==> src/hdl/tmtw_pkg.sv <==
`timescale 1ns / 1ps
// ----------------------------------------------------------------------------
// tmtw_pkg
// Shared constants, command and result types of the text-mode terminal writer.
// ----------------------------------------------------------------------------
package tmtw_pkg;

    localparam int COLUMNS = 80;
    localparam int ROWS    = 25;
    localparam int TOTAL   = COLUMNS * ROWS;

    localparam int ADDR_W = $clog2(TOTAL);
    localparam int CUR_W  = $clog2(TOTAL + COLUMNS);
    localparam int COL_W  = $clog2(COLUMNS);

    localparam int CHAR_W = 8;
    localparam int ATTR_W = 8;
    localparam int IDX_W  = 11;
    localparam int CELL_W = 16;

    localparam int TAB_SPACES = 5;
    localparam int TAB_W      = $clog2(TAB_SPACES + 1);

    localparam logic [CHAR_W-1:0] CH_BACKSPACE = 8'd8;
    localparam logic [CHAR_W-1:0] CH_TAB       = 8'd9;
    localparam logic [CHAR_W-1:0] CH_NEWLINE   = 8'd10;
    localparam logic [CHAR_W-1:0] CH_RETURN    = 8'd13;
    localparam logic [CHAR_W-1:0] CH_SPACE     = 8'h20;

    localparam logic [ATTR_W-1:0] DEFAULT_ATTR = 8'h07;
    localparam logic [CELL_W-1:0] BLANK_CELL   = {DEFAULT_ATTR, CH_SPACE};

    typedef enum logic [2:0] {
        OP_READ,
        OP_BACKSPACE,
        OP_NEWLINE,
        OP_RETURN,
        OP_TAB,
        OP_CHAR
    } op_t;

    typedef enum logic [2:0] {
        S_CLEAR,
        S_IDLE,
        S_EXEC,
        S_READ,
        S_CHECK,
        S_COPY,
        S_BLANK,
        S_FINISH
    } state_t;

    typedef struct packed {
        op_t               op;
        logic [ATTR_W-1:0] attr;
        logic [CHAR_W-1:0] ch;
        logic [IDX_W-1:0]  index;
    } cmd_t;

    typedef struct packed {
        logic [IDX_W-1:0]  cursor_pos;
        logic [CELL_W-1:0] cell_data;
        logic              scrolled;
    } res_t;

endpackage

==> src/hdl/tmtw_front.sv <==
`timescale 1ns / 1ps
// ----------------------------------------------------------------------------
// tmtw_front
// Accept request items and classify them into commands for the queue.
// ----------------------------------------------------------------------------
module tmtw_front
(
    input  logic                      s_valid,
    output logic                      s_ready,
    input  logic                      req_type,
    input  logic [7:0]                char_code,
    input  logic [7:0]                attribute,
    input  logic [10:0]               cell_index,
    input  logic                      q_full,
    input  logic                      clearing,
    output logic                      push,
    output tmtw_pkg::cmd_t            cmd
);
    import tmtw_pkg::*;

    assign s_ready = !q_full && !clearing;
    assign push    = s_valid && s_ready;

    always_comb
    begin
        cmd.ch    = char_code;
        cmd.index = cell_index;
        // zero attribute selects the default
        cmd.attr  = (attribute == '0) ? DEFAULT_ATTR : attribute;
        priority if (req_type)
        begin
            cmd.op = OP_READ;
        end
        else if (char_code == CH_BACKSPACE)
        begin
            cmd.op = OP_BACKSPACE;
        end
        else if (char_code == CH_TAB)
        begin
            cmd.op = OP_TAB;
        end
        else if (char_code == CH_NEWLINE)
        begin
            cmd.op = OP_NEWLINE;
        end
        else if (char_code == CH_RETURN)
        begin
            cmd.op = OP_RETURN;
        end
        else
        begin
            cmd.op = OP_CHAR;
        end
    end

endmodule

==> config.mk <==
export PLATFORM = sky130hd
export DESIGN_NAME = tmtw_front
export DESIGN_NICKNAME = d
export VERILOG_FILES = /design/src/hdl/tmtw_pkg.sv /design/src/hdl/tmtw_front.sv
export SDC_FILE = /design/constraint.sdc
export NUM_CORES = 1
export LEC_CHECK = 0
export BUFFER_PORTS_ARGS = -buffer_cell sky130_fd_sc_hd__buf_2
export CORE_MARGIN = 3
export CORE_UTILIZATION = 23
export DETAILED_ROUTE_END_ITERATION = 8
export PLACE_DENSITY_LB_ADDON = 0.12
export SYNTH_ARGS = -nofsm -noshare
export SYNTH_HDL_FRONTEND = slang
export SYNTH_SLANG_ARGS = --single-unit
==> constraint.sdc <==
create_clock -name vclk -period 0.8
set_input_delay 0.04 -clock vclk [all_inputs]
set_output_delay 0.04 -clock vclk [all_outputs]
set_load 0.005 [all_outputs]
; ---- After elaboration in Yosys (flattened, before gate mapping)
; Index checks and enable logic that the tools add are counted.
[totals]
ff_bits = 0
in_bits = 31
out_inout_bits = 32
elab_cells = 15
[classes]
eq_ne = 4
muxes = 6
reduce_logical = 5
[ops]
columns = op, count
row1 = $eq 8x4->1 const B, 4
row2 = $mux 3, 5
row3 = $logic_not 8->1, 1
row4 = $mux 8, 1
row5 = $logic_and 1x1->1, 2
row6 = $logic_not 1->1, 2

; ---- Longest topological paths before layout
[logic_depth]
word_depth = 6
ltp_mapped = 3

; ---- Least setup slack after synthesis
; OpenSTA, ideal clock, no wires.
[synth_path]
path_type = input-to-output
from = in attribute[4]
to = out cmd[19] in the netlist's numbering
arrival_ns = 0.790
t_required_ns = 0.760
setup_slack_ns = -0.030
stages = 3
path_cell_list = or4_4 > nor2_4 > a21o_1
[synth_lines]
columns = element, line_no
row1 = start: declaration, tmtw_front.sv:12  ; input logic [7:0] attribute,
row2 = end: declaration, tmtw_front.sv:17  ; output tmtw_pkg::cmd_t cmd

==> reports/qor.txt <==
Finished Core Util - 39.9%
crit-path cells - buf_6, or4_4, nor2_4, a21o_1, buf_2
outcome - finished with violations
most common cell after layout, fill and taps aside - buf_2
Power Dens Cells - 452 nW/um2
Sequential Area - 0 um2
post-synth top area share - 47.5%
DRC viols - 0
Hold Path End - cmd[10]
delay-heaviest family, CP - simple AND/OR/NAND/NOR gates
vias in the first global route - 293
CP Launch Type - input port
Slew Viols, Final - 0
synthesized area - 300 um2
slowest cell delay on critical path - 530 ps
required time of the critical path - 760 ps
CP max stage cell - or4_4
Post-Synth XOR/XNOR Area - 2.92%
commonest cells after routing, fill and taps aside - buf_2, nor2_1, buf_6, buf_4, a21o_1
Mapped Cells - 45
num ports - 63
fin crit period - 1020 ps
final number of hold-violating endpoints - 0
Leakage - 0.000275 uW
crit end category - primary output
Distinct cells, synth - 15
GRT Total Usage - 8.80%
Post-Syn Nets - 76
Warnings, synthesis - 0
PnR worst setup slack - -223 ps
largest net degree at the start of global routing - 4
core area - 1170 um2
Initial Util - 25.6%
failing checks - setup timing
clock buffers - 0
initial antenna violation count - 0
DR vias/cell - 4.24
total power - 211 uW
maximum vdd drop - 0.126 mV
largest family of logic cells by synthesized area - buffers and inverters
unrepaired setup endpoints after global routing - true
Least-Margin Pin Slew - 192 ps
register area share after synthesis - 0%
worst-case headroom to the max-slew limit - 87.1%
# diodes - 0
FILL cells - 117
1st-pass router iterations - 4
Mean Syn Cell Area - 6.67 um2
Area growth syn-to-layout - 55.4%
GR Overflow Total - 0
layout cell share with drive strength beyond 1 - 80.9%
Die Area - 1780 um2
Synth Area in Simple Gates - 28.7%
worst endpoint data arrival time - 980 ps
cts hold-fix bufs - 0
Post-Route WL - 899 um
Tcrit/Tclk final - 128%
Final ANT Viol Nets - 0
# rows - 12
Compound-Gate Fraction of Synth Area - 12.5%
Synth area leaders - buf_4, a21o_1, nor2_1, a21oi_1, clkbuf_1
worst hold margin - 80.0 ps
Yosys top cell by area - buf_4
hold depth - 0
# setup viols final - 6
Post-Synth Adder-Cell Area - 0%
initial drt markers - 4
IO Port Bufs - 41
Final Wtd Congestion - 0.695
Setup CP Type - in -> out
WL/cell - 11.0 um
Buf/Inv on CP - 2
Die W - 42.1 um
first-pass GRT wire length - 1330 um
maxcap violations - 0
DPL Wire Length - 754 um
Seq cells - 0
multiplexer share of the synthesized area - 0%
worst hold start - cell_index[10]
via count - 348
die span in y - 42.1 um
fmax - 977 MHz
Layout Nets - 101
hold crit path type - in -> out
worst-path fanout max - 3
how the worst max path moves through the flow:
stage,start,to,slack (ps),cells after the start
after floorplan,attribute[4],cmd[19],-30,3
after global placement,attribute[4],cmd[19],-240,5
after detailed placement,attribute[4],cmd[21],-240,5
after CTS,attribute[4],cmd[19],-230,5
after global routing,attribute[4],cmd[21],-270,5
final,attribute[4],cmd[21],-220,5
per-layer routing:
layer,wire (um),share of wire [%],vias to the layer above,GRT usage (%)
met2,505,56,20,17.0
met1,267,30,148,9.25
met3,72,8.0,10,0
met4,54,6.0,0,5.59
li1,-,-,170,-
met5,0,0,-,0
cell usage after synthesis (all sizes together):
cell type,n
nor4,1
a21oi,3
xnor2,1
or4,1
nor2,7
a21o,3
nand2b,1
dlygate4sd3,1
buf,19
nor3b,1
clkbuf,4
and3b,1
or2,1
and2,1
power by group:
part | internal, uW | switching, uW | leakage (uW) | total [uW]
Sequential | 0 | 0 | 0 | 0
Combinational | 125 | 85.6 | 0.000275 | 211
Clock | 0 | 0 | 0 | 0
what timing repair did:
action                     in CTS  in global routing
setup endpoints to repair       6                  6
buffers inserted                1                  0
pin swaps                       4                  1
hold endpoints to repair        0                  0
resized for setup              12                  0
cells by family after synthesis:
| family | count (synthesis) |
|---|---|
| AOI/OAI and AO/OA | 6 |
| xor gates and xnor gates | 1 |
| buffers and inverters | 24 |
| and+or+nand+nor | 14 |
final cells by class:
cell class	count	area, um2	area share (%)
multi-input cells	21	170	36.5
well taps	14	17.5	3.75
repair buffers	47	279	59.8
per-stage QoR:
stage | cell area [um2] | worst slack [ps] | instances | setup TNS, ps
after CTS | 467 | -231 | 82 | -804
after global placement | 393 | -244 | 81 | -1110
after floorplan | 300 | -30.4 | 45 | -91.1
final | 467 | -223 | 82 | -793
after detailed placement | 393 | -243 | 81 | -1010
after global routing | 467 | -267 | 82 | -1060
No activity file was read; power rests on OpenSTA's default activity.
