===== src/hdl/tmtw_pkg.sv =====
`timescale 1ns / 1ps
// ----------------------------------------------------------------------------
// tmtw_pkg
// Shared constants, command and result types of the text-mode terminal writer.
// ----------------------------------------------------------------------------
package tmtw_pkg;

    localparam int COLUMNS = 80;
    localparam int ROWS    = 25;
    localparam int TOTAL   = COLUMNS * ROWS;

    localparam int ADDR_W = $clog2(TOTAL);
    localparam int CUR_W  = $clog2(TOTAL + COLUMNS);
    localparam int COL_W  = $clog2(COLUMNS);

    localparam int CHAR_W = 8;
    localparam int ATTR_W = 8;
    localparam int IDX_W  = 11;
    localparam int CELL_W = 16;

    localparam int TAB_SPACES = 5;
    localparam int TAB_W      = $clog2(TAB_SPACES + 1);

    localparam logic [CHAR_W-1:0] CH_BACKSPACE = 8'd8;
    localparam logic [CHAR_W-1:0] CH_TAB       = 8'd9;
    localparam logic [CHAR_W-1:0] CH_NEWLINE   = 8'd10;
    localparam logic [CHAR_W-1:0] CH_RETURN    = 8'd13;
    localparam logic [CHAR_W-1:0] CH_SPACE     = 8'h20;

    localparam logic [ATTR_W-1:0] DEFAULT_ATTR = 8'h07;
    localparam logic [CELL_W-1:0] BLANK_CELL   = {DEFAULT_ATTR, CH_SPACE};

    typedef enum logic [2:0] {
        OP_READ,
        OP_BACKSPACE,
        OP_NEWLINE,
        OP_RETURN,
        OP_TAB,
        OP_CHAR
    } op_t;

    typedef enum logic [2:0] {
        S_CLEAR,
        S_IDLE,
        S_EXEC,
        S_READ,
        S_CHECK,
        S_COPY,
        S_BLANK,
        S_FINISH
    } state_t;

    typedef struct packed {
        op_t               op;
        logic [ATTR_W-1:0] attr;
        logic [CHAR_W-1:0] ch;
        logic [IDX_W-1:0]  index;
    } cmd_t;

    typedef struct packed {
        logic [IDX_W-1:0]  cursor_pos;
        logic [CELL_W-1:0] cell_data;
        logic              scrolled;
    } res_t;

endpackage


===== src/hdl/tmtw_queue.sv =====
`timescale 1ns / 1ps
// ----------------------------------------------------------------------------
// tmtw_queue
// Two-entry command queue between the front and the back.
// ----------------------------------------------------------------------------
module tmtw_queue
(
    input  logic           clk,
    input  logic           rst_n,
    input  logic           push,
    input  tmtw_pkg::cmd_t push_cmd,
    input  logic           pop,
    output logic           valid,
    output logic           full,
    output tmtw_pkg::cmd_t head
);
    import tmtw_pkg::*;

    cmd_t        entry_reg [2];
    logic        wr_ptr_reg, wr_ptr_next;
    logic        rd_ptr_reg, rd_ptr_next;
    logic [1:0]  count_reg, count_next;

    assign valid = (count_reg != 2'd0);
    assign full  = (count_reg == 2'd2);
    assign head  = entry_reg[rd_ptr_reg];

    always_comb
    begin
        wr_ptr_next = push ? !wr_ptr_reg : wr_ptr_reg;
        rd_ptr_next = pop  ? !rd_ptr_reg : rd_ptr_reg;
        count_next  = count_reg + {1'b0, push} - {1'b0, pop};
    end

    always_ff @(posedge clk or negedge rst_n)
    begin
        if (!rst_n)
        begin
            wr_ptr_reg <= 1'b0;
            rd_ptr_reg <= 1'b0;
            count_reg  <= 2'd0;
        end
        else
        begin
            wr_ptr_reg <= wr_ptr_next;
            rd_ptr_reg <= rd_ptr_next;
            count_reg  <= count_next;
        end
    end

    always_ff @(posedge clk)
    begin
        if (push)
        begin
            entry_reg[wr_ptr_reg] <= push_cmd;
        end
    end

endmodule


===== config.mk =====
export PLATFORM = sky130hd
export DESIGN_NAME = tmtw_queue
export DESIGN_NICKNAME = d
export VERILOG_FILES = /design/src/hdl/tmtw_pkg.sv /design/src/hdl/tmtw_queue.sv
export SDC_FILE = /design/constraint.sdc
export NUM_CORES = 1
export LEC_CHECK = 0
export BUFFER_PORTS_ARGS = -buffer_cell sky130_fd_sc_hd__buf_2
export CORE_UTILIZATION = 51
export DETAILED_ROUTE_END_ITERATION = 8
export HOLD_SLACK_MARGIN = 0.15
export PLACE_DENSITY = 0.78
export SYNTH_ARGS = -nofsm -noshare
export SYNTH_HDL_FRONTEND = slang
export SYNTH_SLANG_ARGS = --single-unit

===== constraint.sdc =====
create_clock -name clk -period 2.4 [get_ports clk]
set_input_delay 0.24 -clock clk [delete_from_list [all_inputs] [get_ports clk]]
set_output_delay 0.24 -clock clk [all_outputs]
set_load 0.01 [all_outputs]

Yosys cells after proc, flatten, opt, wreduce, memory -nomap -nowiden
Memory sizes are Yosys's and may differ from the RTL's.
Index checks and enable logic that the tools add are counted.
- bits in registers: 4
- bits in writable memories: 60
- output and inout bits: 32
- memories: 1
- memories (memory ; words ; bits a word ; read ports ; clocked after memory_dff ; wr ports ; RTL line ; source):
    entry_reg ; 2 ; 30 ; 1 ; 0 ; 1 ; tmtw_queue.sv:19 ; cmd_t entry_reg [2];
- add/sub/neg operators: 2
- equality and inequality tests: 1
- multiplexer cells: 2
- reduce and logical (&&, ||, !) cells: 3
- operator list (kind ; count):
    2-bit by 1-bit adder with 2-bit output ; 1
    2-bit == test, second input constant ; 1
    1-bit zero test ; 2
    1-bit 2-to-1 mux ; 2
    2-bit nonzero test ; 1
    2-bit by 1-bit subtractor with 2-bit output ; 1

Logic depth before layout (Yosys ltp)
- depth after elaboration: 2
- mapped depth: 5

Least setup slack after synthesis
Ideal clock, no wire load.
- path kind: reg2reg
- start point: register wr_ptr_reg
- end point: memory entry_reg[0][0] in the netlist's numbering (enable)
- setup time: 421 ps
- data arrival time: 1754 ps
- required time: 1979 ps
- path slack: 226 ps
- stages on the path, launching flop included: 2
- path buffers: 0
- cell sequence: dfrtp_1 > nor2b_1
- RTL lines (what ; RTL line ; source):
    start, declared ; tmtw_queue.sv:20 ; logic wr_ptr_reg, wr_ptr_next;
    start signal, assigned ; tmtw_queue.sv:45 ; wr_ptr_reg <= wr_ptr_next;
    end, declared ; tmtw_queue.sv:19 ;
No word-level cell before the write port.

==> flow_summary.yaml <==
status:
  run_status: "finished, final reports clean"
synthesis:
  synth.net_count: 144
  mean_instance_size_in_the_synthesized_netlist_sq_um: 22.0
  ffs_latches_synth: 64
  synthTopCellsByArea: "edfxtp_1 (76%), mux2_2 (14%), dfrtp_1 (4.2%)"
  yosys.cell_types.count: 11
  synthesis.instances: 108
  synth.largest_area_cell: "edfxtp_1"
  yosysWarningCount: 0
  synth-seq-area-share: 0.802
  synthDominantCellAreaShare: 0.759
  synth_area_sq_mm: 0.00237
clock_tree:
  clockBufferDepth: 2
  tritoncts: "built"
  clk-insertion-delay-late_ns: 0.32
  tritoncts_num_sinks: 64
  cts.htree.levels: 3
  cts_buffers: 9
  cts_root_buffer: "clkbuf_8"
  cts_post_setup_buffers_inserted: 0
  cts.reportedPaths.clkPinSlew_ns: 0.06
timing:
  fmax_mhz: 596
  timing.final.crit_period_ns: 1.68
  final_hold_viol_count: 0
  finalMaxSlewViolations: 0
  final.setup.worst_slack_ns: 0.721
  rsz0062_at_grt: "false"
  worst_case_headroom_to_the_max_slew_limit: 0.840
  fin_worst_skew_ns: 0.00386
  tightestPinTransition_ns: 0.240
  final.period_utilization: 0.700
  setup_total_negative_slack_ns: 0
  timing.final.setup_violations: 0
grt:
  gr-total-overflow: 0
  first_pass_grt_wire_length_um: 6620
  grt_pass1_vias: 1514
  grt_antenna_before_repair: 0
  grt_use_total: 0.187
  maximum_number_of_pins_on_one_net_before_global_route_repair: 19
job:
  maxCapViolCount: 0
routing:
  drt_first_iter_violations: 100
  vias: 1336
  drt.antenna.violating_nets: 0
  drt-total-wl_um: 4130
  drtPass1Iterations: 4
  vias_per_cell: 4.82
  wire_per_inst_um: 14.9
  drc: 0
placement:
  dpl-instance-area_sq_mm: 0.00278
  half_perimeter_wire_length_of_the_detailed_placement_result_um: 2590
  routabilityCongestion: 0.696
  place_ws_ns: 1.02
  portBuffers: 65
worst_setup_path:
  r2r-start: "count_reg[0]$_DFF_PN0_"
  critPathArrivalTime_ns: 1.44
  worst_setup_path_start_kind: "flop"
  worstSetupStartpoint: "rd_ptr_reg$_DFFE_PN0P_"
  timing.reg2reg.setup_slack_ns: 1.02
  rr_endpoint: "count_reg[1]$_DFF_PN0_"
  worstSetupPathType: "flop to output port"
  critical_path_peak_fanout: 15
  timing.critical_path.required_ns: 2.16
  r2r.worst_path.cells: 5
  critical_path.endpoint_type: "output port"
power:
  p_per_area_mw_per_mm2: 1040
  p_leak_nw: 1.30
  ir_drop_uv: 549
floorplanning:
  die_x_um: 70.2
  die-height_um: 70.2
  initial_core_util: 0.537
  placeableCoreArea_sq_mm: 0.00441
  die-area_sq_mm: 0.00493
  top_level_ports: 66
  num_rows: 24
final_layout:
  insertedDiodeCount: 0
  mostFrequentLayoutCell: "buf_2"
  final_layout_size_suffix_gt1_frac: 0.511
  finalInstanceArea_sq_mm: 0.00329
  largest_register_ff_count: 60
  most-common-layout-cells: "buf_2 (65), edfxtp_1 (60), dlygate4sd3_1 (33)"
  fin_util: 0.745
  area_delta_synth_final_pct: 38.6
  net_count_of_the_finished_layout: 256
worst_hold_path:
  timing.hold.worst.class: "primary input to async pin"
what timing repair did:
item	in CTS	in global routing
hold buffers	33	0
endpoints found under the hold margin	66	0
gates resized for setup	0	0
stage by stage:
stage / hold slack (ns) / std cells / power [mW]
after floorplan: -0.0556 / 108 / 2.25
final: 0.249 / 277 / 3.41
after global routing: 0.249 / 277 / 3.60
after global placement: 0.0506 / 228 / 2.56
after CTS: 0.240 / 277 / 3.45
after detailed placement: 0.0500 / 228 / 2.59
area by class of cell:
type | instances | area [sq um]
Clock buffer | 16 | 180
Fill cell | 290 | 1130
Inverter | 2 | 7.51
Multi-Input combinational cell | 39 | 432
Sequential cell | 64 | 1900
Tap cell | 52 | 65.1
Timing Repair Buffer | 104 | 701
synthesized netlist by cell type:
master and count:
mux2_2 30, xor2_1 2, xor3_1 1, and2_1 1
buf_6 3, ha_1 2, or2_2 1, dfrtp_1 4
edfxtp_1 60, nor2b_1 2, inv_1 2
worst max-delay path by stage:
stage | end | slack [ns] | cells after the start
2_1_floorplan | entry_reg[0][0]$_DFFE_PP_ | 0.23 | 1
3_3_place_gp | count_reg[1]$_DFF_PN0_ | 1.07 | 5
3_5_place_dp | count_reg[1]$_DFF_PN0_ | 1.02 | 5
4_1_cts | head[12] | 0.70 | 3
5_1_grt | head[23] | 0.64 | 3
6_report | head[23] | 0.72 | 3
cell families (layout without fill, tap and decap cells):
| group | count (synthesis) | count (layout) | synth area share |
|---|---|---|---|
| fa+ha+maj | 2 | 2 | 0.0105 |
| simple gates | 4 | 4 | 0.0106 |
| mux | 30 | 30 | 0.142 |
| xor+xnor | 3 | 3 | 0.0174 |
| buf+inv | 5 | 122 | 0.0174 |
| flops | 64 | 64 | 0.802 |
report_power, final:
group	total [mW]	switching [mW]	internal [mW]
sequential	1.55	0.0649	1.49
clock	0.815	0.353	0.462
combinational	1.04	0.508	0.536
total	3.41	0.926	2.49
per-layer routing:
metal  global-route usage  vias to the layer above  share of wire
met4               0.0800                        0         0.0068
li1                     -                      642              -
met3               0.0750                        4          0.067
met2                0.324                       51           0.53
met5                    0                        -              0
met1                0.202                      639           0.39
critical path, cell delays in order (launching register included):
cell	delay (ns)
dfrtp_1	0.36
buf_4	0.24
mux2_2	0.37
buf_2	0.14
(Power assumes the default switching activity.)
